==> src/sv/led_effect_frame_generator_top_defines.svh <==
// Assertion macros for the LED effect frame generator.
// Used by led_effect_frame_generator_top.sv; no other dependencies.
`ifndef LED_EFFECT_FRAME_GENERATOR_TOP_DEFINES_SVH
`define LED_EFFECT_FRAME_GENERATOR_TOP_DEFINES_SVH

// same-cycle implication
`define LEFG_ASSERT_NOW(label, clk, rst, ante, cons) \
   label: assert property (@(posedge clk) disable iff (rst) (ante) |-> (cons)) \
      else $error("lefg: same-cycle check failed");

// next-cycle implication
`define LEFG_ASSERT_NEXT(label, clk, rst, ante, cons) \
   label: assert property (@(posedge clk) disable iff (rst) (ante) |=> (cons)) \
      else $error("lefg: next-cycle check failed");

`endif

==> src/sv/lefg_pkg.sv <==
// Shared types, codes and helpers of the LED effect frame generator.
// No dependencies.
package lefg_pkg;

   localparam int PIXEL_COUNT_DEF = 64;
   localparam int DESC_DEPTH      = 2;

   typedef enum logic [1:0] {
      MODE_OFF     = 2'd0,
      MODE_BREATH  = 2'd1,
      MODE_RAINBOW = 2'd2,
      MODE_BLINK   = 2'd3
   } mode_type;

   typedef enum logic {
      FUNC_TICK = 1'b0,
      FUNC_SET  = 1'b1
   } func_type;

   localparam logic [2:0] CSR_SATURATION = 3'd0;
   localparam logic [2:0] CSR_VALUE      = 3'd1;
   localparam logic [2:0] CSR_STEP       = 3'd2;
   localparam logic [2:0] CSR_RED_LEVEL  = 3'd3;
   localparam logic [2:0] CSR_TOGGLES    = 3'd4;

   localparam logic [7:0] WAIT_OFF     = 8'd100;
   localparam logic [7:0] WAIT_BREATH  = 8'd50;
   localparam logic [7:0] WAIT_RAINBOW = 8'd50;
   localparam logic [7:0] WAIT_BLINK   = 8'd200;

   // floor(50*(sin(k*pi/100)+1)), k = 0..50; mirrored about 50
   localparam logic [6:0] HALF_WAVE [0:50] = '{
      7'd50, 7'd51, 7'd53, 7'd54, 7'd56, 7'd57, 7'd59, 7'd60, 7'd62, 7'd63,
      7'd65, 7'd66, 7'd68, 7'd69, 7'd71, 7'd72, 7'd74, 7'd75, 7'd76, 7'd78,
      7'd79, 7'd80, 7'd81, 7'd83, 7'd84, 7'd85, 7'd86, 7'd87, 7'd88, 7'd89,
      7'd90, 7'd91, 7'd92, 7'd93, 7'd93, 7'd94, 7'd95, 7'd95, 7'd96, 7'd97,
      7'd97, 7'd98, 7'd98, 7'd98, 7'd99, 7'd99, 7'd99, 7'd99, 7'd99, 7'd99,
      7'd100
   };

   // one frame job, handed from front to back
   typedef struct packed {
      mode_type   mode;
      logic [7:0] level;    // breath v or blink red
      logic [8:0] hue_off;
      logic [7:0] sat;
      logic [7:0] val;
   } desc_type;

   // per-pixel control carried down the render pipeline
   typedef struct packed {
      mode_type   mode;
      logic [7:0] level;
      logic [7:0] sat;
      logic [7:0] val;
      logic [5:0] idx;
      logic       last;
   } pix_ctl_type;

   typedef struct packed {
      logic busy;
   } back_stat_type;

   // exact floor(x/255) for x <= 255*255
   function automatic logic [7:0] div255(input logic [15:0] x);
      logic [16:0] s;
      s = {1'b0, x} + 17'd1 + {9'd0, x[15:8]};
      return s[15:8];
   endfunction

endpackage

==> src/sv/led_effect_frame_generator_top.sv <==
// LED strip animation frame generator.
// Channels: req_ is a queue input (push/full) carrying func and new_mode;
//   rsp_ is a queue output (empty/pop) carrying one pixel per item; csr_ is a
//   write-only register port (index 0 saturation, 1 value, 2 hue step,
//   3 blink red level, 4 blink toggles).
// A set-mode item only changes the mode and makes no result. A tick item
//   renders one frame: PIXEL_COUNT pixel items in strip order, the last one
//   flagged, each with the wait in ms of the mode that rendered it.
// A tick taken while the back end is idle passes through the job queue, the
//   pixel walker and the render pipeline to its first pixel. Throughput: one
//   pixel per cycle while the receiver keeps popping, set by the pixel walker.
// The front end takes an item per cycle until the two-entry job queue is
//   full; req_full mirrors the queue's full flag.
// When the receiver stops popping, the whole render pipeline holds in place;
//   the queue then fills and req_full rises. Nothing is dropped.
// Reset (synchronous, active high) restores register defaults, mode off,
//   all animation state to zero, and empties queue and pipeline at once.
// The user writes configuration only while no frame is in flight; not enforced.
// Depends on lefg_pkg, lefg_front, lefg_fifo, lefg_back and the defines header.
`include "led_effect_frame_generator_top_defines.svh"

module led_effect_frame_generator_top #(
   parameter int PIXEL_COUNT = lefg_pkg::PIXEL_COUNT_DEF
) (
   input  logic       clock,
   input  logic       reset,
   input  logic       req_push,
   output logic       req_full,
   input  logic       req_func,
   input  logic [1:0] req_new_mode,
   input  logic       csr_we,
   input  logic [2:0] csr_index,
   input  logic [8:0] csr_wdata,
   output logic       rsp_empty,
   input  logic       rsp_pop,
   output logic [5:0] rsp_pixel_index,
   output logic [7:0] rsp_red,
   output logic [7:0] rsp_green,
   output logic [7:0] rsp_blue,
   output logic       rsp_last_pixel,
   output logic [7:0] rsp_wait_ms
);
   import lefg_pkg::*;

   logic          desc_push, desc_pop, desc_empty, desc_full;
   desc_type      desc_wr, desc_rd;
   back_stat_type back_stat;

   assign req_full = desc_full;

   // front: classify items, step animation state, issue frame jobs
   lefg_front u_front (
      .clock        (clock),
      .reset        (reset),
      .req_push     (req_push),
      .req_func     (req_func),
      .req_new_mode (req_new_mode),
      .csr_we       (csr_we),
      .csr_index    (csr_index),
      .csr_wdata    (csr_wdata),
      .desc_full    (desc_full),
      .desc_push    (desc_push),
      .desc         (desc_wr)
   );

   // job queue decoupling the two halves
   lefg_fifo #(
      .DEPTH (DESC_DEPTH)
   ) u_fifo (
      .clock   (clock),
      .reset   (reset),
      .push    (desc_push),
      .wr_data (desc_wr),
      .pop     (desc_pop),
      .rd_data (desc_rd),
      .empty   (desc_empty),
      .full    (desc_full)
   );

   // back: per-pixel rendering
   lefg_back #(
      .PIXEL_COUNT (PIXEL_COUNT)
   ) u_back (
      .clock           (clock),
      .reset           (reset),
      .job             (desc_rd),
      .job_empty       (desc_empty),
      .job_pop         (desc_pop),
      .stat            (back_stat),
      .rsp_pop         (rsp_pop),
      .rsp_empty       (rsp_empty),
      .rsp_pixel_index (rsp_pixel_index),
      .rsp_red         (rsp_red),
      .rsp_green       (rsp_green),
      .rsp_blue        (rsp_blue),
      .rsp_last_pixel  (rsp_last_pixel),
      .rsp_wait_ms     (rsp_wait_ms)
   );

   // a taken tick always leaves a job queued for the back end
   `LEFG_ASSERT_NEXT(a_tick_queued, clock, reset, desc_push, !desc_empty)
   // the end-of-frame flag sits on the final strip position only
   `LEFG_ASSERT_NOW(a_last_index, clock, reset, !rsp_empty && rsp_last_pixel,
                    rsp_pixel_index == 6'(PIXEL_COUNT - 1))
   // reset leaves nothing in flight
   `LEFG_ASSERT_NEXT(a_reset_clear, clock, 1'b0, reset, rsp_empty && !back_stat.busy && desc_empty)

endmodule

==> src/sv/lefg_front.sv <==
// Front end: accepts items, holds mode, animation state and config registers,
// and turns each tick into a frame job. Depends on lefg_pkg.
module lefg_front (
   input  logic              clock,
   input  logic              reset,
   input  logic              req_push,
   input  logic              req_func,
   input  logic [1:0]        req_new_mode,
   input  logic              csr_we,
   input  logic [2:0]        csr_index,
   input  logic [8:0]        csr_wdata,
   input  logic              desc_full,
   output logic              desc_push,
   output lefg_pkg::desc_type desc
);
   import lefg_pkg::*;

   mode_type   mode_ff, mode_in;
   logic [6:0] level_ff, level_in;
   logic       falling_ff, falling_in;
   logic [8:0] hue_ff, hue_in;
   logic       blink_on_ff, blink_on_in;
   logic [3:0] frames_ff, frames_in;

   logic [7:0] sat_ff, val_ff, red_ff;
   logic [8:0] step_ff;
   logic [3:0] toggles_ff;

   logic       accept;
   logic [6:0] lvl_next;
   logic       fall_next;
   logic [5:0] wave_idx;
   logic [9:0] hue_sum;
   logic [8:0] hue_next;
   logic [3:0] frames_next;

   assign accept = req_push && !desc_full;

   always_comb begin
      // breath bounce
      if (falling_ff) begin
         if (level_ff <= 7'd1) begin
            lvl_next  = 7'd0;
            fall_next = 1'b0;
         end else begin
            lvl_next  = level_ff - 7'd1;
            fall_next = 1'b1;
         end
      end else begin
         if (level_ff + 7'd1 >= 7'd100) begin
            lvl_next  = 7'd100;
            fall_next = 1'b1;
         end else begin
            lvl_next  = level_ff + 7'd1;
            fall_next = 1'b0;
         end
      end
      wave_idx = (lvl_next <= 7'd50) ? lvl_next[5:0] : 6'(7'd100 - lvl_next);

      // hue offset advance, sum < 871
      hue_sum = {1'b0, hue_ff} + {1'b0, step_ff};
      priority if (hue_sum >= 10'd720) hue_next = 9'(hue_sum - 10'd720);
      else if (hue_sum >= 10'd360)     hue_next = 9'(hue_sum - 10'd360);
      else                             hue_next = hue_sum[8:0];

      frames_next = frames_ff + 4'd1;
   end

   always_comb begin
      mode_in     = mode_ff;
      level_in    = level_ff;
      falling_in  = falling_ff;
      hue_in      = hue_ff;
      blink_on_in = blink_on_ff;
      frames_in   = frames_ff;
      desc_push   = 1'b0;
      desc.mode    = mode_ff;
      desc.level   = 8'd0;
      desc.hue_off = hue_ff;
      desc.sat     = sat_ff;
      desc.val     = val_ff;

      if (accept) begin
         if (func_type'(req_func) == FUNC_SET) begin
            mode_in = mode_type'(req_new_mode);
         end else begin
            desc_push = 1'b1;
            unique case (mode_ff)
               MODE_OFF: begin
               end
               MODE_BREATH: begin
                  level_in   = lvl_next;
                  falling_in = fall_next;
                  desc.level = {1'b0, HALF_WAVE[wave_idx]};
               end
               MODE_RAINBOW: begin
                  hue_in = hue_next;
               end
               MODE_BLINK: begin
                  desc.level  = blink_on_ff ? red_ff : 8'd0;
                  blink_on_in = !blink_on_ff;
                  frames_in   = frames_next;
                  if (frames_next >= toggles_ff) begin
                     frames_in   = 4'd0;
                     blink_on_in = 1'b0;
                     mode_in     = MODE_BREATH;
                  end
               end
               default: begin
               end
            endcase
         end
      end
   end

   always_ff @(posedge clock) begin
      if (reset) begin
         mode_ff     <= MODE_OFF;
         level_ff    <= 7'd0;
         falling_ff  <= 1'b0;
         hue_ff      <= 9'd0;
         blink_on_ff <= 1'b0;
         frames_ff   <= 4'd0;
      end else begin
         mode_ff     <= mode_in;
         level_ff    <= level_in;
         falling_ff  <= falling_in;
         hue_ff      <= hue_in;
         blink_on_ff <= blink_on_in;
         frames_ff   <= frames_in;
      end
   end

   always_ff @(posedge clock) begin
      if (reset) begin
         sat_ff     <= 8'd255;
         val_ff     <= 8'd100;
         step_ff    <= 9'd5;
         red_ff     <= 8'd150;
         toggles_ff <= 4'd6;
      end else if (csr_we) begin
         unique case (csr_index)
            CSR_SATURATION: sat_ff     <= csr_wdata[7:0];
            CSR_VALUE:      val_ff     <= csr_wdata[7:0];
            CSR_STEP:       step_ff    <= csr_wdata;
            CSR_RED_LEVEL:  red_ff     <= csr_wdata[7:0];
            CSR_TOGGLES:    toggles_ff <= csr_wdata[3:0];
            default: begin
            end
         endcase
      end
   end

endmodule

==> src/sv/lefg_fifo.sv <==
// Short job queue between front and back ends.
// Depends on lefg_pkg for the job type.
module lefg_fifo #(
   parameter int DEPTH = lefg_pkg::DESC_DEPTH
) (
   input  logic               clock,
   input  logic               reset,
   input  logic               push,
   input  lefg_pkg::desc_type wr_data,
   input  logic               pop,
   output lefg_pkg::desc_type rd_data,
   output logic               empty,
   output logic               full
);
   import lefg_pkg::*;

   localparam int PTR_W = (DEPTH > 1) ? $clog2(DEPTH) : 1;
   localparam int CNT_W = $clog2(DEPTH + 1);

   desc_type          mem_ff [DEPTH];
   logic [PTR_W-1:0]  wr_ptr_ff, wr_ptr_in, rd_ptr_ff, rd_ptr_in;
   logic [CNT_W-1:0]  count_ff, count_in;
   logic              do_push, do_pop;

   assign empty   = (count_ff == CNT_W'(0));
   assign full    = (count_ff == CNT_W'(DEPTH));
   assign do_push = push && !full;
   assign do_pop  = pop && !empty;
   assign rd_data = mem_ff[rd_ptr_ff];

   function automatic logic [PTR_W-1:0] bump(input logic [PTR_W-1:0] p);
      return (p == PTR_W'(DEPTH - 1)) ? PTR_W'(0) : p + PTR_W'(1);
   endfunction

   always_comb begin
      wr_ptr_in = do_push ? bump(wr_ptr_ff) : wr_ptr_ff;
      rd_ptr_in = do_pop ? bump(rd_ptr_ff) : rd_ptr_ff;
      count_in  = count_ff;
      if (do_push && !do_pop) count_in = count_ff + CNT_W'(1);
      if (do_pop && !do_push) count_in = count_ff - CNT_W'(1);
   end

   always_ff @(posedge clock) begin
      if (reset) begin
         wr_ptr_ff <= '0;
         rd_ptr_ff <= '0;
         count_ff  <= '0;
      end else begin
         wr_ptr_ff <= wr_ptr_in;
         rd_ptr_ff <= rd_ptr_in;
         count_ff  <= count_in;
      end
   end

   always_ff @(posedge clock) begin
      if (do_push) mem_ff[wr_ptr_ff] <= wr_data;
   end

endmodule

==> src/sv/lefg_back.sv <==
// Back end: walks the pixels of one frame job and renders each through a
// six-stage color pipeline ending in the result register. Depends on lefg_pkg.
module lefg_back #(
   parameter int PIXEL_COUNT = lefg_pkg::PIXEL_COUNT_DEF
) (
   input  logic                    clock,
   input  logic                    reset,
   input  lefg_pkg::desc_type      job,
   input  logic                    job_empty,
   output logic                    job_pop,
   output lefg_pkg::back_stat_type stat,
   input  logic                    rsp_pop,
   output logic                    rsp_empty,
   output logic [5:0]              rsp_pixel_index,
   output logic [7:0]              rsp_red,
   output logic [7:0]              rsp_green,
   output logic [7:0]              rsp_blue,
   output logic                    rsp_last_pixel,
   output logic [7:0]              rsp_wait_ms
);
   import lefg_pkg::*;

   localparam int Q_STEP = 360 / PIXEL_COUNT;
   localparam int R_STEP = 360 % PIXEL_COUNT;

   // pixel walker
   logic        busy_ff;
   desc_type    job_ff;
   logic [5:0]  idx_ff;
   logic [8:0]  q_ff;       // floor(idx*360/PIXEL_COUNT)
   logic [6:0]  rem_ff;
   logic [6:0]  rem_sum;
   logic        en, issue, is_last;
   pix_ctl_type c0;

   // pipeline
   logic        v1_ff, v2_ff, v3_ff, v4_ff, v5_ff, vo_ff;
   pix_ctl_type c1_ff, c2_ff, c3_ff, c4_ff, c5_ff;
   logic [8:0]  hue1_ff;
   logic [2:0]  sec2_ff, sec3_ff, sec4_ff, sec5_ff;
   logic [7:0]  frac2_ff;
   logic [15:0] sf3_ff, sg3_ff, ps3_ff;
   logic [7:0]  a4_ff, b4_ff, p4_ff, p5_ff;
   logic [15:0] qm5_ff, tm5_ff;

   logic [9:0]  hue_raw;
   logic [8:0]  hue;
   logic [2:0]  sec;
   logic [8:0]  rem60;
   logic [9:0]  frac_x17;
   logic [7:0]  qv, tv;
   logic [7:0]  r_o, g_o, b_o, w_o;

   logic [5:0] idx_o_ff;
   logic [7:0] red_o_ff, green_o_ff, blue_o_ff, wait_o_ff;
   logic       last_o_ff;

   assign en      = !vo_ff || rsp_pop;
   assign issue   = busy_ff && en;
   assign is_last = (idx_ff == 6'(PIXEL_COUNT - 1));
   assign job_pop = !busy_ff && !job_empty;
   assign stat.busy = busy_ff;
   assign rem_sum = rem_ff + 7'(R_STEP);

   always_comb begin
      c0.mode  = job_ff.mode;
      c0.level = job_ff.level;
      c0.sat   = job_ff.sat;
      c0.val   = job_ff.val;
      c0.idx   = idx_ff;
      c0.last  = is_last;
   end

   always_ff @(posedge clock) begin
      if (reset) begin
         busy_ff <= 1'b0;
      end else if (job_pop) begin
         busy_ff <= 1'b1;
      end else if (issue && is_last) begin
         busy_ff <= 1'b0;
      end
   end

   always_ff @(posedge clock) begin
      if (job_pop) begin
         job_ff <= job;
         idx_ff <= 6'd0;
         q_ff   <= 9'd0;
         rem_ff <= 7'd0;
      end else if (issue) begin
         idx_ff <= idx_ff + 6'd1;
         if (rem_sum >= 7'(PIXEL_COUNT)) begin
            rem_ff <= rem_sum - 7'(PIXEL_COUNT);
            q_ff   <= q_ff + 9'(Q_STEP + 1);
         end else begin
            rem_ff <= rem_sum;
            q_ff   <= q_ff + 9'(Q_STEP);
         end
      end
   end

   // stage 1: hue; stage 2: sector and fraction
   always_comb begin
      hue_raw = {1'b0, q_ff} + {1'b0, job_ff.hue_off};
      hue     = (hue_raw >= 10'd360) ? 9'(hue_raw - 10'd360) : hue_raw[8:0];

      priority if (hue1_ff >= 9'd300) begin
         sec = 3'd5; rem60 = hue1_ff - 9'd300;
      end else if (hue1_ff >= 9'd240) begin
         sec = 3'd4; rem60 = hue1_ff - 9'd240;
      end else if (hue1_ff >= 9'd180) begin
         sec = 3'd3; rem60 = hue1_ff - 9'd180;
      end else if (hue1_ff >= 9'd120) begin
         sec = 3'd2; rem60 = hue1_ff - 9'd120;
      end else if (hue1_ff >= 9'd60) begin
         sec = 3'd1; rem60 = hue1_ff - 9'd60;
      end else begin
         sec = 3'd0; rem60 = hue1_ff;
      end
      // rem*255/60 == floor(rem*17/4)
      frac_x17 = 10'(rem60[5:0] * 10'd17);
   end

   // stage 6: final division and channel select
   always_comb begin
      qv = div255(qm5_ff);
      tv = div255(tm5_ff);
      r_o = 8'd0;
      g_o = 8'd0;
      b_o = 8'd0;
      w_o = WAIT_OFF;
      unique case (c5_ff.mode)
         MODE_OFF: begin
            w_o = WAIT_OFF;
         end
         MODE_BREATH: begin
            g_o = c5_ff.level;
            b_o = c5_ff.level;
            w_o = WAIT_BREATH;
         end
         MODE_RAINBOW: begin
            w_o = WAIT_RAINBOW;
            unique case (sec5_ff)
               3'd0: begin r_o = c5_ff.val; g_o = tv;        b_o = p5_ff;     end
               3'd1: begin r_o = qv;        g_o = c5_ff.val; b_o = p5_ff;     end
               3'd2: begin r_o = p5_ff;     g_o = c5_ff.val; b_o = tv;        end
               3'd3: begin r_o = p5_ff;     g_o = qv;        b_o = c5_ff.val; end
               3'd4: begin r_o = tv;        g_o = p5_ff;     b_o = c5_ff.val; end
               default: begin r_o = c5_ff.val; g_o = p5_ff;  b_o = qv;        end
            endcase
         end
         MODE_BLINK: begin
            r_o = c5_ff.level;
            w_o = WAIT_BLINK;
         end
         default: begin
         end
      endcase
   end

   always_ff @(posedge clock) begin
      if (reset) begin
         v1_ff <= 1'b0;
         v2_ff <= 1'b0;
         v3_ff <= 1'b0;
         v4_ff <= 1'b0;
         v5_ff <= 1'b0;
         vo_ff <= 1'b0;
      end else if (en) begin
         v1_ff <= busy_ff;
         v2_ff <= v1_ff;
         v3_ff <= v2_ff;
         v4_ff <= v3_ff;
         v5_ff <= v4_ff;
         vo_ff <= v5_ff;
      end
   end

   always_ff @(posedge clock) begin
      if (en) begin
         c1_ff   <= c0;
         hue1_ff <= hue;

         c2_ff    <= c1_ff;
         sec2_ff  <= sec;
         frac2_ff <= frac_x17[9:2];

         c3_ff   <= c2_ff;
         sec3_ff <= sec2_ff;
         sf3_ff  <= c2_ff.sat * frac2_ff;
         sg3_ff  <= c2_ff.sat * (8'd255 - frac2_ff);
         ps3_ff  <= c2_ff.val * (8'd255 - c2_ff.sat);

         c4_ff   <= c3_ff;
         sec4_ff <= sec3_ff;
         a4_ff   <= div255(sf3_ff);
         b4_ff   <= div255(sg3_ff);
         p4_ff   <= div255(ps3_ff);

         c5_ff   <= c4_ff;
         sec5_ff <= sec4_ff;
         p5_ff   <= p4_ff;
         qm5_ff  <= c4_ff.val * (8'd255 - a4_ff);
         tm5_ff  <= c4_ff.val * (8'd255 - b4_ff);

         idx_o_ff   <= c5_ff.idx;
         last_o_ff  <= c5_ff.last;
         red_o_ff   <= r_o;
         green_o_ff <= g_o;
         blue_o_ff  <= b_o;
         wait_o_ff  <= w_o;
      end
   end

   assign rsp_empty       = !vo_ff;
   assign rsp_pixel_index = idx_o_ff;
   assign rsp_red         = red_o_ff;
   assign rsp_green       = green_o_ff;
   assign rsp_blue        = blue_o_ff;
   assign rsp_last_pixel  = last_o_ff;
   assign rsp_wait_ms     = wait_o_ff;

endmodule

==> config.mk <==
export PLATFORM = sky130hd
export DESIGN_NAME = led_effect_frame_generator_top
export DESIGN_NICKNAME = d
export VERILOG_FILES = /design/src/sv/lefg_pkg.sv /design/src/sv/led_effect_frame_generator_top.sv /design/src/sv/lefg_front.sv /design/src/sv/lefg_fifo.sv /design/src/sv/lefg_back.sv
export VERILOG_INCLUDE_DIRS = /design/src /design/src/sv
export SDC_FILE = /design/constraint.sdc
export NUM_CORES = 2
export LEC_CHECK = 0
export BUFFER_PORTS_ARGS = -buffer_cell sky130_fd_sc_hd__buf_2
export CORE_MARGIN = 5
export CORE_UTILIZATION = 64
export DETAILED_ROUTE_END_ITERATION = 8
export PLACE_DENSITY = 0.85
export SYNTH_ARGS = -nofsm -noshare
export SYNTH_HDL_FRONTEND = slang
export SYNTH_HIERARCHICAL = 1
export SYNTH_SLANG_ARGS = --single-unit
==> constraint.sdc <==
create_clock -name clock -period 9.3 [get_ports clock]
set_input_delay 0.465 -clock clock [delete_from_list [all_inputs] [get_ports clock]]
set_output_delay 0.465 -clock clock [all_outputs]
set_load 0.01 [all_outputs]
# [Yosys cells after proc, flatten, opt, wreduce, memory -nomap -nowiden]
# Memories as Yosys holds them, arrays and structs flattened. A register that Yosys moved wholly into a read port is not among the register bits.
# Cells that the tools add are included.
[totals] ff_bits=415 ram_bits=70 romBits=448 in_bits=20 word_cells=238 mem_count=2
[memory_table] name="(name not given)" depth=64 width=7 rd=1 rd_ports_with_merged_regs=0 wr=0 line_no="lefg_front.sv:94" source="desc.level = {1'b0, HALF_WAVE[wave_idx]};"
[memory_table] name="u_fifo.mem_ff" depth=2 width=35 rd=1 rd_ports_with_merged_regs=1 wr=1 line_no="lefg_fifo.sv:20" source="desc_type mem_ff [DEPTH];"
[classes] add_sub_neg=37 multipliers=6 magnitude_cmp=14 eq_ne=16 n_mux=49 n_bitwise=2 n_reduce_logical=39
[ops] op="one-hot mux 8 bit (3 select lines)" n=4
[ops] op="adder 16 x 1 -> 16 bit, second input constant" n=5
[ops] op="adder 16 x 8 -> 16 bit" n=5
[ops] op="multiplier 8 x 16 -> 16 bit" n=4
[ops] op="one-hot mux 8 bit (2 select lines)" n=4
[ops] op="two-way mux 7 bit" n=6
[ops] op="two-way mux 6 bit" n=6
[ops] op="two-way mux 9 bit" n=4
[ops] op="subtractor 8 x 8 -> 9 bit, first input constant" n=4
[ops] op="subtractor 6 bit, second input constant" n=5
[ops] op="two-way mux 8 bit" n=3
[ops] op="greater-or-equal comparator 7 bit, second input constant" n=3
[ops] op="adder 9 x 9 -> 10 bit" n=2
[ops] op="greater-or-equal comparator 10 x 9 -> 1 bit, second input constant" n=2
[ops] op="adder 9 x 3 -> 9 bit, second input constant" n=2
[ops] op="greater-or-equal comparator 9 x 8 -> 1 bit, second input constant" n=2
[ops] op="subtractor 9 bit, second input constant" n=2
[ops] op="multiplier 8 x 8 -> 16 bit" n=1
[ops] op="two-way mux 1 bit" n=14
[ops] op="equality test 3 x 2 -> 1 bit, second input constant" n=4
[ops] op="AND reduction 3 bit" n=4
[ops] op="OR reduction 2 bit" n=6
[ops] op="equality test 2 bit, second input constant" n=5
[ops] op="greater-or-equal comparator 10 bit, second input constant" n=1
[ops] op="34 further kinds" n=65

# [Depth between registers and ports, before layout]
[logic_depth] depth_word=13 mapped_depth=22 ltp_nobuf=21

# [By module]
# Netlist, hierarchy kept.
[modules_own_cells] mod="lefg_back" instances=1 cells_each=2276 area_per_inst_um2=26218.9
[modules_own_cells] mod="lefg_front" instances=1 cells_each=590 area_per_inst_um2=4613.2
[modules_own_cells] mod="lefg_fifo" instances=1 cells_each=135 area_per_inst_um2=2740.1

# [Least setup slack after synthesis]
# OpenSTA, ideal clock, no wires.
[synth_timing] kind="in2reg" start="input port rsp_pop" end="register u_back.q_ff[0]" setup_time_ns=0.071 arrival_time_ns=8.208 required_time_ns=9.229 setup_slack_ns=1.021 path_stages=5 path_buffers=0 path_cell_list="nor2_1 inv_1 nand2_1 or3_1 a21oi_1"
[synth_between] elab_chain_len=2
[synth_lines] element="from (decl)" line_no="led_effect_frame_generator_top.sv:35" source="input logic rsp_pop,"
[synth_lines] element="logical OR 1 bit" line_no="lefg_back.sv:58" source="assign en = !vo_ff || rsp_pop;"
[synth_lines] element="logical AND 1 bit" line_no="lefg_back.sv:59" source="assign issue = busy_ff && en;"
[synth_lines] element="to (signal assigned)" line_no="lefg_back.sv:94" source="q_ff <= q_ff + 9'(Q_STEP + 1);"
[synth_lines] element="to (signal assigned)" line_no="lefg_back.sv:97" source="q_ff <= q_ff + 9'(Q_STEP);"
[synth_lines] element="to (decl)" line_no="lefg_back.sv:30" source="logic [8:0] q_ff;"
# No other way between the ends.
# A chain may end at the register's enable or synchronous reset.

# [Final worst setup path]
[layout_timing] start="register u_back/c2_ff[18] in the netlist's numbering" end="register u_back.sg3_ff[14], data pin"
[layout_between] elab_chain_len=1
[layout_lines] element="from (decl)" line_no="lefg_back.sv:38" source="pix_ctl_type c1_ff, c2_ff, c3_ff, c4_ff, c5_ff;"
[layout_lines] element="from (signal assigned)" line_no="lefg_back.sv:184" source="c2_ff <= c1_ff;"
[layout_lines] element="multiplier 8 x 16 -> 16 bit" line_no="lefg_back.sv:191" source="sg3_ff <= c2_ff.sat * (8'd255 - frac2_ff);"
[layout_lines] element="to (signal assigned)" line_no="lefg_back.sv:191"
[layout_lines] element="to (decl)" line_no="lefg_back.sv:42" source="logic [15:0] sf3_ff, sg3_ff, ps3_ff;"
# No other way between the ends.

==> impl_metrics.py <==
metrics = {
    "timing": {
        "max_slew_margin_pct": 24.6,
        "min_period_ns": 5.47,
        "worst_pin_slew_ns": 1.13,
        "fin_crit_sh_pct": 58.8,
        "rsz0062_at_grt": "false",
        "hold_viol_final": 0,
        "final_max_slew_viol_count": 0,
        "fin_hold_ws_ns": 0.124,
        "report.final.setup_viol": 0,
        "skew_ns": 0.0303,
        "max_freq_ghz": 0.183,
        "finalSetupTns_ns": 0,
    },
    "floorplan": {
        "fp.dieH_um": 239,
        "dieArea_um2": 57100,
        "core.rowCount": 84,
        "die_w_um": 239,
        "ios": 61,
        "initial_core_util_pct": 64.3,
        "core_area_um2": 52200,
    },
    "place": {
        "dp_cells": 3665,
        "gp_congestion": 0.889,
        "portBuffers": 59,
        "dpl.hpwl_mm": 49.8,
    },
    "worst_setup_path": {
        "crit_arrival_ns": 5.83,
        "critPathKind": "register to register",
        "critPathLaunch": "u_back/c2_ff[18]$_DFFE_PN_",
        "r2r_start": "u_back/c2_ff[18]$_DFFE_PN_",
        "cp_max_fo": 24,
        "end_kind": "register",
        "cp-start-kind": "register",
        "critPathRequiredTime_ns": 9.66,
    },
    "hold_path": {
        "hold_path.startpoint": "csr_wdata[8]",
        "hold_class": "input port to register",
    },
    "synthesis": {
        "async_flop_share_pct": 0,
        "ys_warn_count": 6,
        "synth_top_family_by_area": "adder cells",
        "syn_area_um2": 33600,
        "synth_edf_count": 423,
        "synthFlopType": "edfxtp_1",
        "synth_fa_ha_area_share_pct": 21.8,
        "synth.mux.area_fraction_pct": 1.80,
        "synth-compound-area-share_pct": 9.98,
        "synth.ff_latch_count": 515,
        "syn-num-nets": 3495,
        "ys_seq_area_share_pct": 43.3,
        "yosys.area_share.xor_xnor_pct": 3.52,
        "synth_cell_types": 120,
        "avgSynthCellArea_um2": 11.2,
        "netlist_instances": 3001,
        "synth_simple_gate_area_share_pct": 13.9,
    },
    "cts": {
        "cts_buffers": 54,
        "cts_root_buf": "clkbuf_16",
        "cts_setup_buffers": 0,
        "h-tree-depth": 2,
        "cts.sinks": 515,
        "cts_tree": "built",
        "ctsResizeCount": 0,
        "path_clk_slew_ns": 0.06,
        "cts_buffer_depth": 3,
        "clock_latency_ns": 0.62,
        "cts-hold-fix-buffers": 0,
    },
    "route": {
        "routedWlPerCell_um": 18.4,
        "drc": 0,
        "via_per_inst": 5.90,
        "via_count": 22230,
        "drt-initial-drc-count": 1544,
        "wirelength_mm": 69.5,
        "firstDrtPassIters": 5,
        "final_antenna_net_count": 0,
    },
    "global_route": {
        "antenna_found_initial": 0,
        "grt_pass1_vias": 23218,
        "grt.total_usage_pct": 24.6,
        "gr-total-overflow": 0,
        "grt_max_degree": 94,
        "grt_pass1_wl_mm": 115,
    },
    "job": {
        "drv_cap": 0,
    },
    "final_layout": {
        "finish.utilization_pct": 69.5,
        "drive_gt1_share_pct": 8.02,
        "syn_to_final_growth_pct": 8.11,
        "fin_cells": 3767,
        "antenna_cells": 0,
        "nNetsFinal": 3527,
    },
    "run_status": {
        "status": "completed",
    },
}
## worst max-delay path, stage by stage, from the launching register on
cell,delay [ns]
edfxtp_1,0.86
nand2b_1,0.18
fa_1,0.58
inv_1,0.06
fa_1,0.46
ha_1,0.29
inv_1,0.06
fa_1,0.54
inv_1,0.07
fa_1,0.47
a21o_1,0.20
a21oi_1,0.21
o21bai_1,0.11
a2111oi_0,0.65
o31ai_1,0.16
a21oi_1,0.22
xnor2_1,0.09
## placed cells by master, fill, tap and decap left out, drive strengths merged, types with 15 or more instances in the layout
cell type / n
o211ai: 21
mux2: 38
xnor2: 95
a31oi: 17
nor2b: 192
edfxtp: 423
a221oi: 15
clkinv: 19
nand2b: 93
nor2: 141
ha: 287
or2: 17
and2: 66
a21o: 27
xor2: 39
o21a: 17
dfxtp: 92
nand2: 203
o221ai: 20
nor3: 26
a211oi: 21
and3: 28
clkbuf: 67
mux2i: 17
nand3: 62
a21oi: 134
o21ai: 86
inv: 382
fa: 187
buf: 69
## final cells by class
type | count | area (um^2)
multi-input combinational | 2013 | 17100
fill | 3554 | 15900
sequential | 515 | 14500
clock buffer | 67 | 1450
inverter | 380 | 1440
tap | 688 | 861
clock inverter | 35 | 488
timing repair buffer | 69 | 370
## metal layers
layer / track usage [%] / part of all wire [%] / vias to the layer above
met5: 0 / 0 / -
met4: 8.70 / 3.3 / 0
li1: - / - / 10409
met1: 31.0 / 39 / 10892
met2: 43.6 / 52 / 766
met3: 3.53 / 5.4 / 163
## kinds of logic after synthesis
group                    Yosys count
adder cells (fa/ha/maj)          474
multiplexers                      55
AND/OR/NAND/NOR                  881
AO/OA/AOI/OAI                    468
XOR/XNOR                         134
flip-flops                       515
buffers and inverters            473
other                              1
## per-stage QoR
step | setup WS (ns) | instance area, um^2
finish | 3.83 | 36300
global route | 3.53 | 36300
CTS | 3.85 | 36300
detailed placement | 3.86 | 34400
global placement | 4.17 | 34400
floorplan | 1.02 | 33600
## final timing paths
kind | slack, ns | depth (start not counted) | to
worst max register to register | 3.83 | 16 | u_back/sg3_ff[14]$_DFFE_PN_
worst max-delay path | 3.83 | 16 | u_back/sg3_ff[14]$_DFFE_PN_
worst min-delay path | 0.12 | 3 | u_front/step_ff[8]$_SDFFE_PP0P_
worst min register to register | 0.41 | 0 | u_back/c4_ff[32]$_DFFE_PN_
## flip-flops by register name (all words and copies together) (netlist names), 16 cells and up, named ones only
name	flops
u_back/c0	26
u_back/c1_ff	33
u_back/c2_ff	33
u_back/c3_ff	25
u_back/c4_ff	25
u_back/c5_ff	25
u_back/ps3_ff	16
u_back/qm5_ff	16
u_back/sf3_ff	16
u_back/sg3_ff	16
u_back/tm5_ff	16
u_fifo/mem_ff	70
## synthesized netlist by cell type (18+ instances only)
| cell type | instances | share of area [%] |
|---|---|---|
| xor2_1 | 39 | 1.0 |
| ha_1 | 287 | 11 |
| edfxtp_1 | 423 | 38 |
| nand2_1 | 202 | 2.3 |
| nor2_1 | 136 | 1.5 |
| clkbuf_1 | 64 | 0.72 |
| nor2b_1 | 192 | 3.6 |
| nor3_1 | 25 | 0.37 |
| a211oi_1 | 19 | 0.42 |
| a21o_1 | 27 | 0.60 |
| inv_1 | 376 | 4.2 |
| nand3_1 | 62 | 0.92 |
| o221ai_1 | 20 | 0.52 |
| nand2b_1 | 91 | 1.7 |
| xnor2_1 | 94 | 2.5 |
| o211ai_1 | 18 | 0.40 |
| fa_1 | 187 | 11 |
| and3_1 | 28 | 0.52 |
| o21ai_0 | 70 | 1.0 |
| dfxtp_1 | 92 | 5.5 |
| mux2_2 | 21 | 0.70 |
| a21oi_1 | 128 | 1.9 |
| and2_1 | 66 | 1.2 |
Power is not shown: default switching activity piles up to over one toggle a cycle in this logic, so the estimate is an artifact.
